File: config.mk
export PLATFORM = sky130hd
export DESIGN_NAME = joystick_stepper_drive_unit
export DESIGN_NICKNAME = d
export VERILOG_FILES = /design/src/hw/rtl/jsd_pkg.sv /design/src/hw/rtl/joystick_stepper_drive_unit.sv /design/src/hw/rtl/jsd_ctrl.sv /design/src/hw/rtl/jsd_dp.sv
export SDC_FILE = /design/constraint.sdc
export NUM_CORES = 1
export LEC_CHECK = 0
export BUFFER_PORTS_ARGS = -buffer_cell sky130_fd_sc_hd__buf_2
export CAP_MARGIN = 20
export CORE_UTILIZATION = 57
export CTS_CLUSTER_DIAMETER = 150
export DETAILED_ROUTE_END_ITERATION = 8
export PLACE_DENSITY = 0.79
export SYNTH_ARGS = -nofsm -noshare
export SYNTH_HDL_FRONTEND = slang
export SYNTH_HIERARCHICAL = 1
export SYNTH_SLANG_ARGS = --single-unit
export TNS_END_PERCENT = 5
File: constraint.sdc
create_clock -name clk -period 9.6 [get_ports clk]
set_input_delay 0 -clock clk [delete_from_list [all_inputs] [get_ports clk]]
set_output_delay 0 -clock clk [all_outputs]
set_load 0.005 [all_outputs]
File: src/hw/rtl/jsd_pkg.sv
// ----------------------------------------------------------------------------
// jsd_pkg: shared types and constants for the joystick stepper drive
// Holds the mode and sequencer encodings, the configuration bundle, the
// controller command and status groups and the half-step coil table.
// ----------------------------------------------------------------------------
package jsd_pkg;

  localparam int SAMPLE_W     = 10;
  localparam int INTERVAL_W   = 8;
  localparam int PHASE_COUNT  = 8;
  localparam int PHASE_W      = $clog2(PHASE_COUNT);
  localparam int COIL_W       = 4;
  localparam int ADDR_W       = 5;
  localparam int DATA_W       = 32;

  // Divider geometry: |x-a|*|d-c| fits in 18 bits, |b-a| in 10 bits.
  localparam int NUM_W        = 18;
  localparam int DEN_W        = SAMPLE_W;
  localparam int DIV_STEPS    = NUM_W;
  localparam int DIV_CNT_W    = $clog2(DIV_STEPS);

  localparam logic [SAMPLE_W-1:0]   UP_THRESHOLD_RST  = 10'd700;
  localparam logic [SAMPLE_W-1:0]   DOWN_THRESHOLD_RST = 10'd300;
  localparam logic [SAMPLE_W-1:0]   UP_FULL_SCALE_RST = 10'd825;
  localparam logic [INTERVAL_W-1:0] FASTEST_RST       = 8'd2;
  localparam logic [INTERVAL_W-1:0] SLOWEST_RST       = 8'd30;

  typedef enum logic [2:0] {
    REG_UP_THRESHOLD   = 3'd0,
    REG_DOWN_THRESHOLD = 3'd1,
    REG_UP_FULL_SCALE  = 3'd2,
    REG_FASTEST        = 3'd3,
    REG_SLOWEST        = 3'd4
  } reg_index_t;

  typedef enum logic [1:0] {
    MODE_HALT = 2'd0,
    MODE_UP   = 2'd1,
    MODE_DOWN = 2'd2
  } mode_t;

  typedef enum logic [1:0] {
    S_IDLE = 2'd0,
    S_PREP = 2'd1,
    S_DIV  = 2'd2,
    S_DONE = 2'd3
  } seq_state_t;

  typedef struct packed {
    logic [SAMPLE_W-1:0]   up_threshold;
    logic [SAMPLE_W-1:0]   down_threshold;
    logic [SAMPLE_W-1:0]   up_full_scale;
    logic [INTERVAL_W-1:0] fastest_interval;
    logic [INTERVAL_W-1:0] slowest_interval;
  } cfg_t;

  typedef struct packed {
    logic load;
    logic prep;
    logic div_step;
    logic commit;
  } ctrl_cmd_t;

  typedef struct packed {
    logic out_busy;
  } ctrl_sts_t;

  function automatic logic [COIL_W-1:0] half_step(input logic [PHASE_W-1:0] idx);
    logic [COIL_W-1:0] pat;
    case (idx)
      3'd0:    pat = 4'b0001;
      3'd1:    pat = 4'b0011;
      3'd2:    pat = 4'b0010;
      3'd3:    pat = 4'b0110;
      3'd4:    pat = 4'b0100;
      3'd5:    pat = 4'b1100;
      3'd6:    pat = 4'b1000;
      3'd7:    pat = 4'b1001;
      default: pat = 4'b0000;
    endcase
    return pat;
  endfunction

endpackage

File: src/hw/rtl/joystick_stepper_drive_unit.sv
// ----------------------------------------------------------------------------
// joystick_stepper_drive_unit: half-step stepper speed control from a joystick
// Takes one joystick sample per request, runs the halt/up/down mode machine,
// maps the sample to a step interval and emits one coil result per request.
// ----------------------------------------------------------------------------
//
//  Channel   Signals                                   Direction  Handshake
//  --------  ----------------------------------------  ---------  ---------------
//  input     joystick_sample                           in         in_valid/in_ready
//  output    coil_pattern, step_taken, drive_mode,     out        out_valid/out_ready
//            reverse_alarm
//  config    psel, penable, pwrite, paddr, pwdata,     in/out     APB, pready high
//            prdata, pready
//
// Each request runs from acceptance to a valid result in order: the mode is
// settled and the product (x-a)*(d-c) formed, the one-bit-per-cycle restoring
// divider runs, and the mapped interval is applied to the step counters. The
// sequencer is ready again as soon as the result is registered, so it takes
// no new request before the last one is done. The result waits in the output
// register while out_ready is low, and the sequencer holds in its final state
// until the register frees up. Reset (rst, synchronous, active high) restores
// the register defaults and the motor state, and clears all handshake state.
//
module joystick_stepper_drive_unit
  import jsd_pkg::*;
(
  input  logic                  clk,
  input  logic                  rst,
  // Sample request channel.
  input  logic                  in_valid,
  output logic                  in_ready,
  input  logic [SAMPLE_W-1:0]   joystick_sample,
  // Result channel.
  output logic                  out_valid,
  input  logic                  out_ready,
  output logic [COIL_W-1:0]     coil_pattern,
  output logic                  step_taken,
  output logic [1:0]            drive_mode,
  output logic                  reverse_alarm,
  // Configuration port.
  input  logic                  psel,
  input  logic                  penable,
  input  logic                  pwrite,
  input  logic [ADDR_W-1:0]     paddr,
  input  logic [DATA_W-1:0]     pwdata,
  output logic [DATA_W-1:0]     prdata,
  output logic                  pready
);

  cfg_t       cfg;
  ctrl_cmd_t  cmd;
  ctrl_sts_t  sts;
  reg_index_t reg_sel;
  logic       cfg_write;

  // The registers sit at word addresses, so the low two address bits are
  // ignored and the next three select the register.
  assign pready    = 1'b1;
  assign reg_sel   = reg_index_t'(paddr[4:2]);
  assign cfg_write = psel && penable && pwrite && pready;

  always_ff @(posedge clk) begin
    if (rst) begin
      cfg.up_threshold     <= UP_THRESHOLD_RST;
      cfg.down_threshold   <= DOWN_THRESHOLD_RST;
      cfg.up_full_scale    <= UP_FULL_SCALE_RST;
      cfg.fastest_interval <= FASTEST_RST;
      cfg.slowest_interval <= SLOWEST_RST;
    end else if (cfg_write) begin
      case (reg_sel)
        REG_UP_THRESHOLD:   cfg.up_threshold     <= pwdata[SAMPLE_W-1:0];
        REG_DOWN_THRESHOLD: cfg.down_threshold   <= pwdata[SAMPLE_W-1:0];
        REG_UP_FULL_SCALE:  cfg.up_full_scale    <= pwdata[SAMPLE_W-1:0];
        REG_FASTEST:        cfg.fastest_interval <= pwdata[INTERVAL_W-1:0];
        REG_SLOWEST:        cfg.slowest_interval <= pwdata[INTERVAL_W-1:0];
        default: ;
      endcase
    end
  end

  // Reads of addresses past the register list return zero.
  always_comb begin
    case (reg_sel)
      REG_UP_THRESHOLD:   prdata = DATA_W'(cfg.up_threshold);
      REG_DOWN_THRESHOLD: prdata = DATA_W'(cfg.down_threshold);
      REG_UP_FULL_SCALE:  prdata = DATA_W'(cfg.up_full_scale);
      REG_FASTEST:        prdata = DATA_W'(cfg.fastest_interval);
      REG_SLOWEST:        prdata = DATA_W'(cfg.slowest_interval);
      default:            prdata = '0;
    endcase
  end

  // The sequencer owns the handshake on the input side and paces the divider.
  jsd_ctrl u_ctrl (
    .clk      (clk),
    .rst      (rst),
    .in_valid (in_valid),
    .in_ready (in_ready),
    .sts      (sts),
    .cmd      (cmd)
  );

  // The datapath keeps the motor state and owns the output register.
  jsd_dp u_dp (
    .clk             (clk),
    .rst             (rst),
    .cfg             (cfg),
    .cmd             (cmd),
    .sts             (sts),
    .joystick_sample (joystick_sample),
    .out_valid       (out_valid),
    .out_ready       (out_ready),
    .coil_pattern    (coil_pattern),
    .step_taken      (step_taken),
    .drive_mode      (drive_mode),
    .reverse_alarm   (reverse_alarm)
  );

endmodule

File: src/hw/rtl/jsd_ctrl.sv
// ----------------------------------------------------------------------------
// jsd_ctrl: sequencer for the joystick stepper drive
// Steps each request through load, mapping setup, the serial divide and the
// final state update, and issues the matching commands to the datapath.
// ----------------------------------------------------------------------------
module jsd_ctrl
  import jsd_pkg::*;
(
  input  logic      clk,
  input  logic      rst,
  input  logic      in_valid,
  output logic      in_ready,
  input  ctrl_sts_t sts,
  output ctrl_cmd_t cmd
);

  seq_state_t           state;
  seq_state_t           state_next;
  logic [DIV_CNT_W-1:0] div_cnt;
  logic                 div_last;

  assign div_last = (div_cnt == DIV_CNT_W'(DIV_STEPS - 1));

  always_ff @(posedge clk) begin
    if (rst) begin
      state   <= S_IDLE;
      div_cnt <= '0;
    end else begin
      state <= state_next;
      if (state == S_DIV) begin
        div_cnt <= div_cnt + 1'b1;
      end else begin
        div_cnt <= '0;
      end
    end
  end

  always_comb begin
    state_next = state;
    case (state)
      S_IDLE: begin
        if (in_valid) state_next = S_PREP;
      end
      S_PREP: state_next = S_DIV;
      S_DIV: begin
        if (div_last) state_next = S_DONE;
      end
      S_DONE: begin
        if (!sts.out_busy) state_next = S_IDLE;
      end
      default: state_next = S_IDLE;
    endcase
  end

  always_comb begin
    cmd      = '0;
    in_ready = 1'b0;
    case (state)
      S_IDLE: begin
        in_ready = 1'b1;
        cmd.load = in_valid;
      end
      S_PREP: cmd.prep = 1'b1;
      S_DIV:  cmd.div_step = 1'b1;
      S_DONE: cmd.commit = !sts.out_busy;
      default: cmd = '0;
    endcase
  end

endmodule

File: src/hw/rtl/jsd_dp.sv
// ----------------------------------------------------------------------------
// jsd_dp: datapath for the joystick stepper drive
// Holds the mode, counters, phase and coil state, the linear map with its
// multiplier and restoring divider, and the output register.
// ----------------------------------------------------------------------------
module jsd_dp
  import jsd_pkg::*;
(
  input  logic                  clk,
  input  logic                  rst,
  input  cfg_t                  cfg,
  input  ctrl_cmd_t             cmd,
  output ctrl_sts_t             sts,
  input  logic [SAMPLE_W-1:0]   joystick_sample,
  output logic                  out_valid,
  input  logic                  out_ready,
  output logic [COIL_W-1:0]     coil_pattern,
  output logic                  step_taken,
  output logic [1:0]            drive_mode,
  output logic                  reverse_alarm
);

  logic [SAMPLE_W-1:0]   sample;
  mode_t                 mode;
  mode_t                 mode_next;
  logic                  alarm_flag;
  logic                  alarm_next;
  logic [PHASE_W-1:0]    phase_index;
  logic [INTERVAL_W-1:0] up_countdown;
  logic [INTERVAL_W-1:0] down_count;
  logic [COIL_W-1:0]     held_pattern;

  // Mapping setup.
  logic                  sel_up;
  logic [SAMPLE_W-1:0]   map_a;
  logic [SAMPLE_W-1:0]   map_b;
  logic signed [SAMPLE_W:0]   diff_x;
  logic signed [INTERVAL_W:0] diff_d;
  logic signed [SAMPLE_W:0]   span;
  logic signed [19:0]         prod;
  logic signed [19:0]         prod_abs;

  // Divider registers and the trial compare.
  logic [NUM_W-1:0]      quo;
  logic [DEN_W-1:0]      rem;
  logic [DEN_W-1:0]      den;
  logic                  neg;
  logic                  span_zero;
  logic [DEN_W:0]        trial;
  logic                  trial_ge;

  // Commit logic.
  logic signed [19:0]    q_signed;
  logic signed [19:0]    r_sum;
  logic [INTERVAL_W-1:0] mapped;
  logic [INTERVAL_W-1:0] cd_dec;
  logic [INTERVAL_W-1:0] dc_inc;

  always_comb begin
    mode_next  = mode;
    alarm_next = alarm_flag;
    case (mode)
      MODE_HALT: begin
        if (sample > cfg.up_threshold) begin
          mode_next = MODE_UP;
        end else if (sample < cfg.down_threshold) begin
          mode_next  = MODE_DOWN;
          alarm_next = 1'b1;
        end
      end
      MODE_UP: begin
        if (sample < cfg.up_threshold) mode_next = MODE_HALT;
      end
      MODE_DOWN: begin
        if (sample > cfg.down_threshold) begin
          mode_next  = MODE_HALT;
          alarm_next = 1'b0;
        end
      end
      default: begin
        mode_next  = MODE_HALT;
        alarm_next = 1'b0;
      end
    endcase
  end

  assign sel_up   = (mode_next == MODE_UP);
  assign map_a    = sel_up ? cfg.up_threshold : '0;
  assign map_b    = sel_up ? cfg.up_full_scale : cfg.down_threshold;
  assign diff_x   = $signed({1'b0, sample}) - $signed({1'b0, map_a});
  assign diff_d   = $signed({1'b0, cfg.slowest_interval})
                  - $signed({1'b0, cfg.fastest_interval});
  assign span     = $signed({1'b0, map_b}) - $signed({1'b0, map_a});
  assign prod     = 20'(diff_x * diff_d);
  assign prod_abs = prod[19] ? -prod : prod;

  assign trial    = {rem, quo[NUM_W-1]};
  assign trial_ge = (trial >= {1'b0, den});

  assign q_signed = neg ? -$signed({2'b00, quo}) : $signed({2'b00, quo});
  assign r_sum    = q_signed + $signed({12'd0, cfg.fastest_interval});

  always_comb begin
    if (span_zero) begin
      mapped = cfg.slowest_interval;
    end else if (r_sum[19]) begin
      mapped = '0;
    end else if (r_sum > 20'sd255) begin
      mapped = '1;
    end else begin
      mapped = r_sum[INTERVAL_W-1:0];
    end
  end

  assign cd_dec = up_countdown - 1'b1;
  assign dc_inc = down_count + 1'b1;

  assign sts.out_busy = out_valid && !out_ready;

  always_ff @(posedge clk) begin
    if (rst) begin
      mode         <= MODE_HALT;
      alarm_flag   <= 1'b0;
      phase_index  <= '0;
      up_countdown <= SLOWEST_RST;
      down_count   <= '0;
      held_pattern <= '0;
      out_valid    <= 1'b0;
    end else begin
      if (out_ready) out_valid <= 1'b0;
      if (cmd.prep) begin
        mode       <= mode_next;
        alarm_flag <= alarm_next;
      end
      if (cmd.commit) begin
        out_valid     <= 1'b1;
        if (mode == MODE_UP) begin
          if (cd_dec <= mapped) begin
            held_pattern <= half_step(phase_index);
            phase_index  <= phase_index - 1'b1;
            up_countdown <= cfg.slowest_interval;
          end else begin
            up_countdown <= cd_dec;
          end
        end else if (mode == MODE_DOWN) begin
          if (dc_inc >= mapped) begin
            held_pattern <= half_step(phase_index);
            phase_index  <= phase_index + 1'b1;
            down_count   <= '0;
          end else begin
            down_count <= dc_inc;
          end
        end
      end
    end
  end

  // Payload registers need no reset.
  always_ff @(posedge clk) begin
    if (cmd.load) sample <= joystick_sample;
    if (cmd.prep) begin
      quo       <= prod_abs[NUM_W-1:0];
      rem       <= '0;
      den       <= span[SAMPLE_W] ? DEN_W'(-span) : span[DEN_W-1:0];
      // The quotient is negative when the product and the span differ in sign.
      neg       <= prod[19] ^ span[SAMPLE_W];
      span_zero <= (span == '0);
    end else if (cmd.div_step) begin
      rem <= trial_ge ? DEN_W'(trial - {1'b0, den}) : trial[DEN_W-1:0];
      quo <= {quo[NUM_W-2:0], trial_ge};
    end
    if (cmd.commit) begin
      drive_mode    <= mode;
      reverse_alarm <= alarm_flag;
      if (mode == MODE_UP) begin
        step_taken   <= (cd_dec <= mapped);
        coil_pattern <= (cd_dec <= mapped) ? half_step(phase_index) : held_pattern;
      end else if (mode == MODE_DOWN) begin
        step_taken   <= (dc_inc >= mapped);
        coil_pattern <= (dc_inc >= mapped) ? half_step(phase_index) : held_pattern;
      end else begin
        step_taken   <= 1'b0;
        coil_pattern <= held_pattern;
      end
    end
  end

endmodule

==> flow_summary.yaml <==
layout:
  nNetsFinal: 2007
  most-common-layout-cells: "inv_1, nor2_1, ha_1, nand2_1, dfxtp_1"
  stdcell_area_um2: 16100
  n_antenna_cell: 0
  drive_above_1_share: 0.113
  stdcell_count: 2060
  syn_to_final_growth_pct: 11.3
  mostFrequentLayoutCell: "inv_1"
route:
  wl_um: 37000
  drc_errors: 0
  dr_wl_met2_um: 17800
  postRouteAntennaNets: 0
  viasPerCell: 6.00
  vias: 12400
  first_pass_iters: 6
  wl_per_cell_um: 18.0
  wl_met1_um: 15500
  drt-initial-drc-count: 1110
  dr.max_layer_used: "met4"
  wl_met3_um: 2350
synthesis:
  synth_top_cell_area_share: 0.130
  yosys-top-cells-area: "dfxtp_1, fa_1, ha_1, edfxtp_1, xnor2_1"
  yosysTopAreaCell: "dfxtp_1"
  synthFlopType: "dfxtp_1"
  synth_cell_types: 86
  synth.avg_cell_area_um2: 8.76
  synth_async_sr_flop_share: 0
  synth_area_um2: 14500
  synth-seq-cells: 142
  ys_seq_area_frac: 0.229
  synthCells: 1654
  yosys_warnings: 6
  synth_edf_count: 48
worst_setup_path:
  cp-start-kind: "flip-flop"
  cp_num_buf_inv: 4
  cp_max_fo: 4
  crit_type: "flip-flop to flip-flop"
  crit_top_cell: "fa_1"
  crit_required_ps: 9750
  cp_slowest_cell: "or4_4"
  cp-end-kind: "flip-flop"
  arrival_ps: 9450
  reg2reg_setup_slack_ps: 290
  max_stage_delay_ps: 560
  crit_family: "adder cells"
sta:
  postLayoutSetupSlackWorst_ps: 293
  holdWs_ps: 12.6
  max_freq_mhz: 107
  finClkSkew_ps: 21.7
  setup-violations-final: 0
  worst_pin_slew_ps: 1030
  slew_headroom: 0.310
  timing.final.crit_share: 0.969
  drv_slew: 0
  rsz0062_at_grt: "yes"
  hold_viol_final: 0
  finalCriticalPeriod_ps: 9310
die:
  die_w_um: 161
  die_h_um: 161
  ios: 97
  core-area_um2: 24600
  start_util: 0.589
  dieArea_um2: 26100
  num_rows: 57
global_routing:
  overflow: 0
  grt_max_degree: 93
  grt_pass1_vias: 11900
  antenna_found_initial: 0
  track_usage: 0.283
  grt_pass1_wl_um: 58900
placement:
  dpl.cell_count: 2002
  dp_slack_ps: -0.0115
  port_buffers: 49
  hpwl_um: 27700
  dpl_cell_area_um2: 15100
  place_congestion: 0.940
clock_tree:
  cts_buffer_depth: 2
  ctsRootBufferMaster: "clkbuf_16"
  clkTransAtPathRegs_ps: 70
  clkSinkCount: 142
  htree_levels: 4
  numCtsBuffers: 17
  clk_latency_ps: 430
  cts_tree: "yes"
run:
  max-cap-violations: 0
outcome:
  status: "finished, final reports clean"
worst_hold_path:
  hold_class: "primary input to flip-flop"
[per-stage QoR]
stage,TNS [ps],utilization
after floorplan,0,-
after global placement,0,0.613
after detailed placement,-0.0115,0.613
after CTS,0,0.646
after global routing,-132,0.655
final,0,0.655
[worst reg2reg max path: cells and delay by family, from the launching register on]
kind / cells / cell delay (ps)
AOI/OAI and AO/OA: 17 / 2780
adders and majority gates: 9 / 3630
xor gates and xnor gates: 3 / 470
DFF: 1 / 490
and+or+nand+nor: 5 / 1440
buffers and inverters: 4 / 230
[Yosys cell counts, drive strengths merged, types with 11 or more instances]
| master | count |
|---|---|
| fa | 90 |
| nor2b | 20 |
| and2 | 12 |
| inv | 166 |
| clkbuf | 43 |
| and3 | 11 |
| o22ai | 17 |
| mux2i | 54 |
| nand2b | 60 |
| nand4 | 13 |
| or3 | 14 |
| nor2 | 162 |
| a31oi | 14 |
| o31ai | 11 |
| a22oi | 17 |
| a211oi | 18 |
| ha | 140 |
| a21oi | 84 |
| edfxtp | 48 |
| o21ai | 59 |
| xor2 | 39 |
| dfxtp | 94 |
| xnor2 | 75 |
| a21o | 24 |
| nand3 | 26 |
| buf | 38 |
| mux2 | 26 |
| nor3 | 32 |
| nand2 | 116 |
[area by class of cell]
type                    instances  area (um2)
repair buffers                110         761
clock inverters                15         185
fillers                      1955        8480
clock buffers                  17         425
inverters                     166         623
multi-input cells            1286       10400
well taps                     324         405
flip-flops and latches        142        3330
[worst paths after layout]
check,startpoint,endpoint,cells past startpoint
max,u_dp/sample[3]$_DFFE_PP_,u_dp/quo[17]$_DFFE_PP_,38
min reg2reg,flip-flop,u_dp/held_pattern[0]$_SDFFE_PP0P_,2
max reg2reg,u_dp/sample[3]$_DFFE_PP_,u_dp/quo[17]$_DFFE_PP_,38
min,pwdata[6],cfg[14]$_SDFFE_PP0P_,3
[cells by family (layout without fill, tap and decap cells)]
| group | Yosys count | after routing | share of synthesized area |
|---|---|---|---|
| AND/OR/NAND/NOR | 514 | 514 | 0.179 |
| AO/OA/AOI/OAI | 325 | 325 | 0.147 |
| buffers and inverters | 247 | 308 | 0.0725 |
| adder cells (fa/ha/maj) | 230 | 230 | 0.245 |
| flip-flops | 142 | 142 | 0.229 |
| XOR/XNOR | 114 | 114 | 0.0694 |
| multiplexers | 80 | 80 | 0.0575 |
| other | 2 | 23 | 0.000518 |
[sequential cells by signal, summed over array words and instances (netlist names), 2 cells and up, named ones only]
name	flops
cfg	46
u_ctrl/div_cnt	5
u_ctrl/state	2
u_dp/coil_pattern	4
u_dp/den	10
u_dp/down_count	8
u_dp/drive_mode	2
u_dp/held_pattern	4
u_dp/mode	2
u_dp/phase_index	3
u_dp/quo	18
u_dp/rem	10
u_dp/sample	10
u_dp/up_countdown	8
[per-layer routing]
layer,global-route usage,vias to the layer above
met2,0.479,493
met4,0.114,0
met1,0.361,5925
met5,0,-
met3,0.0444,113
li1,-,5830
[timing repair]
item,CTS,global route
pin swaps,0,19
buffers inserted,0,5
hold endpoints to repair,52,0
setup endpoints to repair,5,18
gates resized for setup,3,42
hold buffers,20,0
Power is left out: the tool's default activity adds up to more than one toggle a clock period on the data nets, which glitch-free logic cannot reach.
